===== config.mk =====
export PLATFORM = sky130hd
export DESIGN_NAME = selective_repeat_arq_sender
export DESIGN_NICKNAME = d
export VERILOG_FILES = /design/src/sv/srarq_pkg.sv /design/src/sv/selective_repeat_arq_sender.sv
export SDC_FILE = /design/constraint.sdc
export NUM_CORES = 2
export LEC_CHECK = 0
export BUFFER_PORTS_ARGS = -buffer_cell sky130_fd_sc_hd__buf_2
export CELL_PAD_IN_SITES_DETAIL_PLACEMENT = 2
export CELL_PAD_IN_SITES_GLOBAL_PLACEMENT = 2
export CORE_UTILIZATION = 35
export DETAILED_ROUTE_END_ITERATION = 10
export PLACE_DENSITY = 0.62
export SYNTH_ARGS = -nofsm -noshare
export SYNTH_HDL_FRONTEND = slang
export SYNTH_SLANG_ARGS = --single-unit

===== constraint.sdc =====
create_clock -name clock -period 15.97 [get_ports clock]
set_clock_uncertainty 0.15 [all_clocks]
set_input_delay 0.7985 -clock clock [delete_from_list [all_inputs] [get_ports clock]]
set_output_delay 0.7985 -clock clock [all_outputs]
set_load 0.02 [all_outputs]

===== src/sv/srarq_pkg.sv =====
package srarq_pkg;

   // Command codes carried on req_tuser
   localparam logic [1:0] CMD_START = 2'd0;
   localparam logic [1:0] CMD_ACK   = 2'd1;
   localparam logic [1:0] CMD_TICK  = 2'd2;

   // Send kinds carried on rsp_tuser
   localparam logic [1:0] KIND_NONE = 2'd0;
   localparam logic [1:0] KIND_NEW  = 2'd1;
   localparam logic [1:0] KIND_RETX = 2'd2;

   // Configuration register indexes
   localparam logic [1:0] CSR_WINDOW_SIZE   = 2'd0;
   localparam logic [1:0] CSR_TOTAL_PACKETS = 2'd1;
   localparam logic [1:0] CSR_TIMEOUT_TICKS = 2'd2;

   // Reset values of the configuration registers
   localparam logic [6:0]  WINDOW_SIZE_RST   = 7'd8;
   localparam logic [31:0] TOTAL_PACKETS_RST = 32'd10000;
   localparam logic [15:0] TIMEOUT_TICKS_RST = 16'd100;

   typedef enum logic [2:0] {
      S_IDLE,
      S_MARK,
      S_SLIDE,
      S_SEND,
      S_TICK_RD,
      S_TICK_WR,
      S_DONE
   } state_type;

endpackage


===== src/sv/selective_repeat_arq_sender.sv =====
// Selective-repeat ARQ sender. Each accepted item is an event: start (send new
// sequence numbers while the window and the packet total allow), ack (mark an
// outstanding number acked, slide the base over acked numbers, then send new
// ones) or timer tick (count down every unacked outstanding slot; on expiry
// retransmit and reload). Each event yields one or more result items, one per
// transmission (new numbers rising, retransmissions from the base upward), or
// a single item with send_kind none; rsp_tlast marks the final item of the
// event, and window_base/all_done give the state after the event. A small
// sequencer walks the window one slot at a time and shares a single port pair
// on the countdown memory, so the block takes one event at a time; it also
// waits while the result side stalls. One result is held back a step so that
// the last flag is known when it is presented. Configuration registers are
// written through csr_we/csr_addr/csr_wdata and must only be changed while
// no event is in progress.
module selective_repeat_arq_sender #(
   parameter int WINDOW_MAX = 64,
   parameter int TIMER_BITS = 16
) (
   input  logic        clock,
   input  logic        reset,
   // event in
   input  logic        req_tvalid,
   output logic        req_tready,
   input  logic [31:0] req_tdata,   // [31:0] ack_seq
   input  logic [1:0]  req_tuser,   // [1:0] cmd
   // results out
   output logic        rsp_tvalid,
   input  logic        rsp_tready,
   output logic [71:0] rsp_tdata,   // [31:0] send_seq, [63:32] window_base,
                                    // [64] all_done, [71:65] zero
   output logic [1:0]  rsp_tuser,   // [1:0] send_kind
   output logic        rsp_tlast,
   // configuration writes
   input  logic        csr_we,
   input  logic [1:0]  csr_addr,
   input  logic [31:0] csr_wdata
);
   import srarq_pkg::*;

   localparam int IDX_W  = $clog2(WINDOW_MAX + 1);
   localparam int SLOT_W = (WINDOW_MAX > 1) ? $clog2(WINDOW_MAX) : 1;
   localparam int SUM_W  = IDX_W + 1;
   localparam int CMP_W  = (IDX_W > 7) ? IDX_W : 7;
   localparam logic [32:0] TIMER_MAX = (33'd1 << TIMER_BITS) - 33'd1;
   localparam logic [SLOT_W-1:0] SLOT_LAST = SLOT_W'(WINDOW_MAX - 1);

   // configuration
   logic [6:0]  window_size_ff;
   logic [31:0] total_packets_ff;
   logic [15:0] timeout_ticks_ff;

   // sequencer and window state
   state_type         state_ff, state_in;
   logic [31:0]       ack_ff, ack_in;
   logic [31:0]       base_seq_ff, base_seq_in;
   logic [31:0]       next_seq_ff, next_seq_in;
   logic [SLOT_W-1:0] base_slot_ff, base_slot_in;
   logic [SLOT_W-1:0] next_slot_ff, next_slot_in;
   logic [IDX_W-1:0]  span_ff, span_in;
   logic [WINDOW_MAX-1:0] acked_ff, acked_in;

   // tick scan position
   logic [IDX_W-1:0]  scan_idx_ff, scan_idx_in;
   logic [SLOT_W-1:0] scan_slot_ff, scan_slot_in;
   logic [31:0]       scan_seq_ff, scan_seq_in;

   // held-back result
   logic        pend_valid_ff, pend_valid_in;
   logic [1:0]  pend_kind_ff, pend_kind_in;
   logic [31:0] pend_seq_ff, pend_seq_in;

   // output register
   logic        rsp_valid_ff, rsp_valid_in;
   logic [1:0]  rsp_kind_ff, rsp_kind_in;
   logic [31:0] rsp_seq_ff, rsp_seq_in;
   logic        rsp_last_ff, rsp_last_in;
   logic [31:0] rsp_base_ff, rsp_base_in;
   logic        rsp_done_ff, rsp_done_in;

   // countdown memory
   logic [TIMER_BITS-1:0] cd_mem [WINDOW_MAX];
   logic [TIMER_BITS-1:0] cd_rd_ff;
   logic                  cd_we;
   logic [SLOT_W-1:0]     cd_waddr;
   logic [TIMER_BITS-1:0] cd_wdata;
   logic                  cd_re;

   // shared helpers
   logic [32:0]           timeout_ext;
   logic [TIMER_BITS-1:0] reload;
   logic [CMP_W-1:0]      win_ext;
   logic [CMP_W-1:0]      eff_win;
   logic                  can_new;
   logic [31:0]           ack_off;
   logic [SUM_W-1:0]      ack_sum;
   logic [SLOT_W-1:0]     ack_slot;
   logic                  out_free;
   logic                  can_produce;
   logic                  all_done;

   function automatic logic [SLOT_W-1:0] slot_inc(input logic [SLOT_W-1:0] s);
      return (s == SLOT_LAST) ? '0 : s + SLOT_W'(1);
   endfunction

   assign req_tready = (state_ff == S_IDLE);
   assign rsp_tvalid = rsp_valid_ff;
   assign rsp_tuser  = rsp_kind_ff;
   assign rsp_tlast  = rsp_last_ff;
   assign rsp_tdata  = {7'd0, rsp_done_ff, rsp_base_ff, rsp_seq_ff};

   // Saturate the reload value to the countdown width
   assign timeout_ext = 33'(timeout_ticks_ff);
   assign reload = (timeout_ext > TIMER_MAX) ? TIMER_MAX[TIMER_BITS-1:0]
                                             : timeout_ext[TIMER_BITS-1:0];

   // Clamp the window and test whether one more new number may go out
   assign win_ext = CMP_W'(window_size_ff);
   assign eff_win = (win_ext > CMP_W'(WINDOW_MAX)) ? CMP_W'(WINDOW_MAX) : win_ext;
   assign can_new = (CMP_W'(span_ff) < eff_win) && (next_seq_ff < total_packets_ff);

   // Slot of the acked number: base slot plus offset, wrapped once
   assign ack_off  = ack_ff - base_seq_ff;
   assign ack_sum  = SUM_W'(base_slot_ff) + SUM_W'(ack_off[IDX_W-1:0]);
   assign ack_slot = (ack_sum >= SUM_W'(WINDOW_MAX)) ?
                     SLOT_W'(ack_sum - SUM_W'(WINDOW_MAX)) : SLOT_W'(ack_sum);

   assign out_free    = !rsp_valid_ff || rsp_tready;
   assign can_produce = !pend_valid_ff || out_free;
   assign all_done    = (base_seq_ff >= total_packets_ff);

   // Next state and datapath control
   always_comb begin
      logic       produce;
      logic [1:0] prod_kind;
      logic [31:0] prod_seq;
      logic       finish;

      produce   = 1'b0;
      prod_kind = KIND_NONE;
      prod_seq  = '0;
      finish    = 1'b0;

      state_in     = state_ff;
      ack_in       = ack_ff;
      base_seq_in  = base_seq_ff;
      next_seq_in  = next_seq_ff;
      base_slot_in = base_slot_ff;
      next_slot_in = next_slot_ff;
      span_in      = span_ff;
      acked_in     = acked_ff;
      scan_idx_in  = scan_idx_ff;
      scan_slot_in = scan_slot_ff;
      scan_seq_in  = scan_seq_ff;
      pend_valid_in = pend_valid_ff;
      pend_kind_in  = pend_kind_ff;
      pend_seq_in   = pend_seq_ff;

      rsp_valid_in = rsp_valid_ff && !rsp_tready;
      rsp_kind_in  = rsp_kind_ff;
      rsp_seq_in   = rsp_seq_ff;
      rsp_last_in  = rsp_last_ff;
      rsp_base_in  = rsp_base_ff;
      rsp_done_in  = rsp_done_ff;

      cd_we    = 1'b0;
      cd_waddr = next_slot_ff;
      cd_wdata = reload;
      cd_re    = 1'b0;

      unique case (state_ff)
         S_IDLE: begin
            if (req_tvalid) begin
               ack_in       = req_tdata;
               scan_idx_in  = '0;
               scan_slot_in = base_slot_ff;
               scan_seq_in  = base_seq_ff;
               unique case (req_tuser)
                  CMD_START: state_in = S_SEND;
                  CMD_ACK:   state_in = S_MARK;
                  CMD_TICK:  state_in = S_TICK_RD;
                  default:   state_in = S_DONE;
               endcase
            end
         end
         S_MARK: begin
            // mark only numbers that are outstanding
            if (ack_off < 32'(span_ff))
               acked_in[ack_slot] = 1'b1;
            state_in = S_SLIDE;
         end
         S_SLIDE: begin
            if ((span_ff != '0) && acked_ff[base_slot_ff]) begin
               acked_in[base_slot_ff] = 1'b0;
               base_seq_in  = base_seq_ff + 32'd1;
               base_slot_in = slot_inc(base_slot_ff);
               span_in      = span_ff - IDX_W'(1);
            end else begin
               state_in = S_SEND;
            end
         end
         S_SEND: begin
            if (!can_new) begin
               state_in = S_DONE;
            end else if (can_produce) begin
               produce   = 1'b1;
               prod_kind = KIND_NEW;
               prod_seq  = next_seq_ff;
               acked_in[next_slot_ff] = 1'b0;
               cd_we        = 1'b1;
               cd_waddr     = next_slot_ff;
               cd_wdata     = reload;
               next_seq_in  = next_seq_ff + 32'd1;
               next_slot_in = slot_inc(next_slot_ff);
               span_in      = span_ff + IDX_W'(1);
            end
         end
         S_TICK_RD: begin
            if (scan_idx_ff >= span_ff) begin
               state_in = S_DONE;
            end else if (acked_ff[scan_slot_ff]) begin
               // acked slots hold their countdown
               scan_idx_in  = scan_idx_ff + IDX_W'(1);
               scan_slot_in = slot_inc(scan_slot_ff);
               scan_seq_in  = scan_seq_ff + 32'd1;
            end else begin
               cd_re    = 1'b1;
               state_in = S_TICK_WR;
            end
         end
         S_TICK_WR: begin
            cd_waddr = scan_slot_ff;
            if (cd_rd_ff > TIMER_BITS'(1)) begin
               cd_we    = 1'b1;
               cd_wdata = cd_rd_ff - TIMER_BITS'(1);
            end else if (can_produce) begin
               cd_we     = 1'b1;
               cd_wdata  = reload;
               produce   = 1'b1;
               prod_kind = KIND_RETX;
               prod_seq  = scan_seq_ff;
            end
            if (cd_we) begin
               scan_idx_in  = scan_idx_ff + IDX_W'(1);
               scan_slot_in = slot_inc(scan_slot_ff);
               scan_seq_in  = scan_seq_ff + 32'd1;
               state_in     = S_TICK_RD;
            end
         end
         S_DONE: begin
            if (out_free) begin
               finish   = 1'b1;
               state_in = S_IDLE;
            end
         end
         default: state_in = S_IDLE;
      endcase

      // Hand the held result to the output once a newer one exists
      if (produce) begin
         if (pend_valid_ff) begin
            rsp_valid_in = 1'b1;
            rsp_kind_in  = pend_kind_ff;
            rsp_seq_in   = pend_seq_ff;
            rsp_last_in  = 1'b0;
            rsp_base_in  = base_seq_ff;
            rsp_done_in  = all_done;
         end
         pend_valid_in = 1'b1;
         pend_kind_in  = prod_kind;
         pend_seq_in   = prod_seq;
      end

      // Close the event: the held result, or a status-only item, goes out last
      if (finish) begin
         rsp_valid_in  = 1'b1;
         rsp_kind_in   = pend_valid_ff ? pend_kind_ff : KIND_NONE;
         rsp_seq_in    = pend_valid_ff ? pend_seq_ff : 32'd0;
         rsp_last_in   = 1'b1;
         rsp_base_in   = base_seq_ff;
         rsp_done_in   = all_done;
         pend_valid_in = 1'b0;
      end
   end

   always_ff @(posedge clock) begin
      if (reset) begin
         state_ff      <= S_IDLE;
         base_seq_ff   <= '0;
         next_seq_ff   <= '0;
         base_slot_ff  <= '0;
         next_slot_ff  <= '0;
         span_ff       <= '0;
         acked_ff      <= '0;
         pend_valid_ff <= 1'b0;
         rsp_valid_ff  <= 1'b0;
      end else begin
         state_ff      <= state_in;
         base_seq_ff   <= base_seq_in;
         next_seq_ff   <= next_seq_in;
         base_slot_ff  <= base_slot_in;
         next_slot_ff  <= next_slot_in;
         span_ff       <= span_in;
         acked_ff      <= acked_in;
         pend_valid_ff <= pend_valid_in;
         rsp_valid_ff  <= rsp_valid_in;
      end
   end

   // Payload registers
   always_ff @(posedge clock) begin
      ack_ff       <= ack_in;
      scan_idx_ff  <= scan_idx_in;
      scan_slot_ff <= scan_slot_in;
      scan_seq_ff  <= scan_seq_in;
      pend_kind_ff <= pend_kind_in;
      pend_seq_ff  <= pend_seq_in;
      rsp_kind_ff  <= rsp_kind_in;
      rsp_seq_ff   <= rsp_seq_in;
      rsp_last_ff  <= rsp_last_in;
      rsp_base_ff  <= rsp_base_in;
      rsp_done_ff  <= rsp_done_in;
   end

   // Configuration registers
   always_ff @(posedge clock) begin
      if (reset) begin
         window_size_ff   <= WINDOW_SIZE_RST;
         total_packets_ff <= TOTAL_PACKETS_RST;
         timeout_ticks_ff <= TIMEOUT_TICKS_RST;
      end else if (csr_we) begin
         unique case (csr_addr)
            CSR_WINDOW_SIZE:   window_size_ff   <= csr_wdata[6:0];
            CSR_TOTAL_PACKETS: total_packets_ff <= csr_wdata;
            CSR_TIMEOUT_TICKS: timeout_ticks_ff <= csr_wdata[15:0];
            default: ;
         endcase
      end
   end

   // Countdown memory: one write port, one registered read port
   always_ff @(posedge clock) begin
      if (cd_we)
         cd_mem[cd_waddr] <= cd_wdata;
      if (cd_re)
         cd_rd_ff <= cd_mem[scan_slot_ff];
   end

   // The outstanding count always matches the sequence numbers
   assert property (@(posedge clock) disable iff (reset)
      (next_seq_ff - base_seq_ff) == 32'(span_ff))
      else $error("outstanding count out of step with next_seq - base_seq");

   // Never more outstanding numbers than slots
   assert property (@(posedge clock) disable iff (reset)
      span_ff <= IDX_W'(WINDOW_MAX))
      else $error("outstanding count exceeds slot count");

   // No result may be held back between events
   assert property (@(posedge clock) disable iff (reset)
      (state_ff == S_IDLE) |-> !pend_valid_ff)
      else $error("held result left over at end of event");

   // Leaving the final state always presents a last item
   assert property (@(posedge clock) disable iff (reset)
      (state_ff == S_DONE && out_free) |=> (rsp_valid_ff && rsp_last_ff))
      else $error("event closed without a last item");

endmodule


-- Word-level counts from Yosys, hierarchy flattened
Memory sizes are Yosys's and may differ from the RTL's. A register that Yosys moved wholly into a read port is not among the register bits.
Cells that the tools add are included.
- div/mod/pow operators: 0
- magnitude comparators: 16
- shifts and indexed selects: 0
- bitwise operators: 5
- add/sub/neg operators: 13
- reductions and logical operators: 33
- multiplexer cells: 93
- multipliers: 0
- equal/unequal tests: 25
- operators with widths (cell ; count):
    $mux 32 ; 15
    $mux 64 ; 4
    $pmux 64 s3 ; 1
    $and 64x64->64 ; 2
    $not 64->64 ; 2
    $add 32x1->32 const B ; 3
    $pmux 32 s3 ; 1
    $or 64x64->64 ; 1
    $pmux 32 s2 ; 1
    $mux 7 ; 8
    $mux 6 ; 9
    $mux 16 ; 3
    $ge 32x32->1 ; 1
    $lt 32x32->1 ; 1
    $lt 32x7->1 ; 1
    $sub 32x32->32 ; 1
    $lt 6x7->1 const B ; 4
    $mux 1 ; 25
    $ne 2x2->1 const B ; 11
    $mux 3 ; 7
    $pmux 3 s7 ; 1
    $pmux 7 s3 ; 1
    $add 6x1->6 const B ; 3
    $demux 1 s6 ; 3
    40 further kinds ; 76
- memories: 1
- bits in latches: 0
- output and inout port bits: 77
- word-level logic and storage cells: 209
- memory bits (writable): 1024
- input bits: 73
- memory bits (read-only): 0
- register bits: 386
- memories (memory ; depth ; bits a word ; rd ports ; clocked after Yosys merged registers in ; write ports ; RTL line ; RTL):
    cd_mem ; 64 ; 16 ; 1 ; 1 ; 1 ; selective_repeat_arq_sender.sv:81 ; logic [TIMER_BITS-1:0] cd_mem [WINDOW_MAX];

-- Longest topological paths before layout
- depth in word-level cells: 11
- gate-level depth with buffers: 18
- depth with buffers taken out: 18

-- Worst setup path before layout
No wires, ideal clock.
- path type: register -> register
- start point: reg scan_slot_ff[0]
- end point: reg scan_idx_ff[0], enable pin
- stages on the path, launching flop included: 10
- arrival: 6.370 ns
- buffers on the path: 2
- data required time: 15.261 ns
- period minus slack after synthesis: 7.079 ns
- setup time: 0.559 ns
- setup slack: 8.891 ns
- path through: edfxtp_1 > clkbuf_1 > clkbuf_1 > mux2i_1 > o221ai_1 > o22ai_1 > a21oi_1 > mux4_2 > a21oi_1 > nor4_1
- word-level cells in the longest chain between the ends: 4
- RTL lines (element ; RTL line ; RTL):
    start: declaration ; selective_repeat_arq_sender.sv:64 ; logic [SLOT_W-1:0] scan_slot_ff, scan_slot_in;
    start signal: assignment ; selective_repeat_arq_sender.sv:313 ; scan_slot_ff <= scan_slot_in;
    $bmux 1 s6 ; selective_repeat_arq_sender.sv:220 ; end else if (acked_ff[scan_slot_ff]) begin
    $mux 1 (not written as such) ; selective_repeat_arq_sender.sv:220 ;
    $ne 2x2->1 (no line) ; n/a ;
    $reduce_and 5->1 (no line) ; n/a ;
    end signal: assignment ; selective_repeat_arq_sender.sv:312 ; scan_idx_ff <= scan_idx_in;
    end: declaration ; selective_repeat_arq_sender.sv:63 ; logic [IDX_W-1:0] scan_idx_ff, scan_idx_in;
No other way between the ends. The select of a mux whose other input is x is not followed.
A chain may end at the register's enable or synchronous reset.

-- Worst setup path in the final report
- start point: reg next_seq_ff[7]
- end point: reg rsp_base_ff[29], enable pin
- word-level cells in the longest chain between the ends: 6
- RTL lines (element ; RTL line ; RTL):
    start: declaration ; selective_repeat_arq_sender.sv:56 ; logic [31:0] next_seq_ff, next_seq_in;
    start signal: assignment ; selective_repeat_arq_sender.sv:299 ; next_seq_ff <= next_seq_in;
    $lt 32x32->1 ; selective_repeat_arq_sender.sv:119 ; assign can_new = (CMP_W'(span_ff) < eff_win) && (next_seq_ff < total_packets_ff);
    $logic_and 1x1->1 ; selective_repeat_arq_sender.sv:119 ;
    $mux 1 ; selective_repeat_arq_sender.sv:202 ; if (!can_new) begin
    $pmux 1 s2 ; selective_repeat_arq_sender.sv:170 ; unique case (state_ff)
    $reduce_bool 2->1 (no line) ; n/a ;
    $reduce_and 2->1 (no line) ; n/a ;
    end signal: assignment ; selective_repeat_arq_sender.sv:320 ; rsp_base_ff <= rsp_base_in;
    end: declaration ; selective_repeat_arq_sender.sv:77 ; logic [31:0] rsp_base_ff, rsp_base_in;
No other way between the ends.

==> impl_metrics.env <==
export IMPL_finalSetupViolations=0
export IMPL_startpoint_type="flip-flop"
export IMPL_dr_first_iter_drc_count=3083
export IMPL_dieArea_mm2=0.181
export IMPL_yosysSeqAreaShare_pct=64.9
export IMPL_root_buffer="clkbuf_16"
export IMPL_cts_buffers=162
export IMPL_clkLatencyLatePin_ns=0.83
export IMPL_final_util_pct=40.6
export IMPL_largest_register="cd_mem"
export IMPL_h_tree_depth=4
export IMPL_hold_path_class="in2reg"
export IMPL_synth_top_area_cell="edfxtp_1"
export IMPL_power_share_combinational_pct=29.7
export IMPL_sequentialPowerShare_pct=38.8
export IMPL_detailed_place_area_mm2=0.0669
export IMPL_die_height_um=425
export IMPL_grt_pass1_wl_um=318000
export IMPL_synth_cell_types=76
export IMPL_synth_most_common_cell="edfxtp_1"
export IMPL_ys_ff_latch=1426
export IMPL_portBuffers=142
export IMPL_largest_registers="cd_mem x1024, acked_ff x64"
export IMPL_syn_area_per_cell_um2=13.9
export IMPL_ir_drop_mv=0.129
export IMPL_postRouteAntennaNets=0
export IMPL_wirelength_um=220000
export IMPL_power_switching_uw=4100
export IMPL_grt_pass1_vias=43900
export IMPL_maxCapViolations=0
export IMPL_clkPwrFrac_pct=31.4
export IMPL_setup_tns_ns=0
export IMPL_min_from="req_tdata[2]"
export IMPL_fin_crit_sh_pct=41.7
export IMPL_design_area_mm2=0.0723
export IMPL_synth_area_top_cells="edfxtp_1, dfxtp_1, mux4_2, mux2i_1, ha_1"
export IMPL_first_pass_iters=5
export IMPL_outcome="complete, no violations"
export IMPL_synth_edff_count=1218
export IMPL_finalPower_uw=11700
export IMPL_synth_commonest_cells="edfxtp_1, nand2_1, a21oi_1"
export IMPL_hold_viol=0
export IMPL_power_density_mw_per_mm2=162
export IMPL_rsz0062_at_grt="no"
export IMPL_grt_overflow_total=0
export IMPL_critPathLaunch="next_seq_ff[7]"
export IMPL_slew_headroom_pct=11.2
export IMPL_drc=0
export IMPL_dieWidth_um=425
export IMPL_drive_gt1_share_pct=16.1
export IMPL_ys_flop_type="edfxtp_1"
export IMPL_synth_cells=4519
export IMPL_nets=4970
export IMPL_max_freq_ghz=0.150
export IMPL_netlist_area_mm2=0.0627
export IMPL_via_per_inst=5.63
export IMPL_fin_crit_ns=6.65
export IMPL_yosysTopAreaCellShare_pct=58.3
export IMPL_fillers=17600
export IMPL_critPathMaxFanout=54
export IMPL_clk_path_buf_depth=3
export IMPL_synth_warning_count=0
export IMPL_cts_sinks=1426
export IMPL_antenna_found_initial=16
export IMPL_post_cts_buffers=0
export IMPL_worst_setup_path_end_kind="flip-flop"
export IMPL_clk_pin_slew_ns=0.06
export IMPL_intPower_uw=7620
export IMPL_cp_required_ns=16.26
export IMPL_synthToLayoutAreaGrowth_pct=15.3
export IMPL_place_congestion=0.827
export IMPL_core_area_mm2=0.178
export IMPL_critPathArrivalTime_ns=6.95
export IMPL_ios=150
export IMPL_num_vias=40800
export IMPL_tightest_slew_ns=1.32
export IMPL_r2r_start="next_seq_ff[7]"
export IMPL_leakage_uw=0.0240
export IMPL_async_flop_share_pct=0
export IMPL_grt_max_degree=133
export IMPL_wl_per_cell_um=30.3
export IMPL_largest_reg_flops=1024
export IMPL_hpwlAfterDp_um=142000
export IMPL_critical_path_class="reg2reg"
export IMPL_switching_share_pct=35.0
export IMPL_layout_cells_non_filler=7246
export IMPL_dp_cells=6922
export IMPL_cts_tree="done"
export IMPL_report_final_slew_viol_count=0
export IMPL_multi_input_area_mm2=0.0208
export IMPL_start_util_pct=35.2
export IMPL_grt_usage_pct=24.2
export IMPL_rows=155
export IMPL_layout_area_seq_mm2=0.0407
[kinds of logic (layout without fill, tap and decap cells)]
kind of cell / count (synthesis) / after routing / synth area share, %
AO/OA/AOI/OAI: 991 / 991 / 9.98
flip-flops: 1426 / 1426 / 64.9
other: 1 / 12 / 0.00598
XOR/XNOR: 135 / 135 / 1.88
buffers and inverters: 382 / 743 / 2.36
AND/OR/NAND/NOR: 988 / 988 / 7.29
adder cells (fa/ha/maj): 139 / 139 / 2.81
multiplexers: 457 / 457 / 10.7
[routing by layer]
layer / wire (um) / global-route usage, %
met5: 24 / 0
met4: 7590 / 8.47
met3: 8160 / 3.02
met2: 111000 / 42.5
met1: 92700 / 30.6
[placed cells by master, fill, tap and decap left out, types with 45 or more instances in the layout]
master,instances
mux2_2,70
nand3_1,70
buf_2,141
mux2i_1,221
xor2_1,56
ha_1,136
xnor2_1,79
a22oi_1,52
a211oi_1,59
o221ai_1,72
nor2b_1,50
edfxtp_1,1218
nor2_1,273
o21ai_0,212
nor3_1,45
o22ai_1,74
nand2_1,344
dfxtp_1,208
a21oi_1,304
clkbuf_16,165
inv_1,149
mux4_2,166
buf_4,127
[what timing repair did]
action                                 in CTS  in global routing
resized for setup                           0                  0
endpoints found under the hold margin      27                  0
hold buffers                               27                  0
[power by group through the flow]
stage	Sequential (uW)	Combinational, uW	Clock [uW]
after CTS	4550	3530	3770
after floorplan	4580	2100	0
after detailed placement	4630	3500	0
after global placement	4630	3410	0
after global routing	4570	3700	3890
final	4550	3480	3690
[worst max-delay path: stages, from the launching register on]
cell and delay, ns:
dfxtp_1 0.45, ha_1 0.29, a22o_1 0.25, a2111oi_0 0.66, a2111oi_0 0.16, a211oi_1 0.40, o21ai_1 0.33, nor3_4 0.86
buf_4 0.57, or2_2 0.83, nand2_1 0.30, nand2_4 0.30, buf_4 0.63
[metrics by stage]
| step | hold WS (ns) | worst slack (ns) |
|---|---|---|
| finish | 0.0806 | 9.32 |
| global route | 0.0401 | 8.78 |
| CTS | 0.0180 | 9.06 |
| detailed placement | 0.301 | 9.10 |
| global placement | 0.297 | 9.21 |
| floorplan | 0.286 | 8.89 |
[final cells by class]
cell class                 count  share of cell area, %
tap                         2355                   4.07
antenna                        5                 0.0173
clock buffer                 198                   5.92
sequential                  1426                   56.3
timing repair buffer         301                   2.82
clock inverter                94                   1.25
inverter                     150                  0.778
multi-input combinational   2717                   28.8
[worst paths after layout]
kind | end | slack, ns | cells past startpoint
min reg2reg | total_packets_ff[20] | 0.31 | 2
max | rsp_base_ff[29] | 9.32 | 12
max reg2reg | rsp_base_ff[29] | 9.32 | 12
min | ack_ff[2] | 0.08 | 1
No activity file was read; power rests on OpenSTA's default activity.
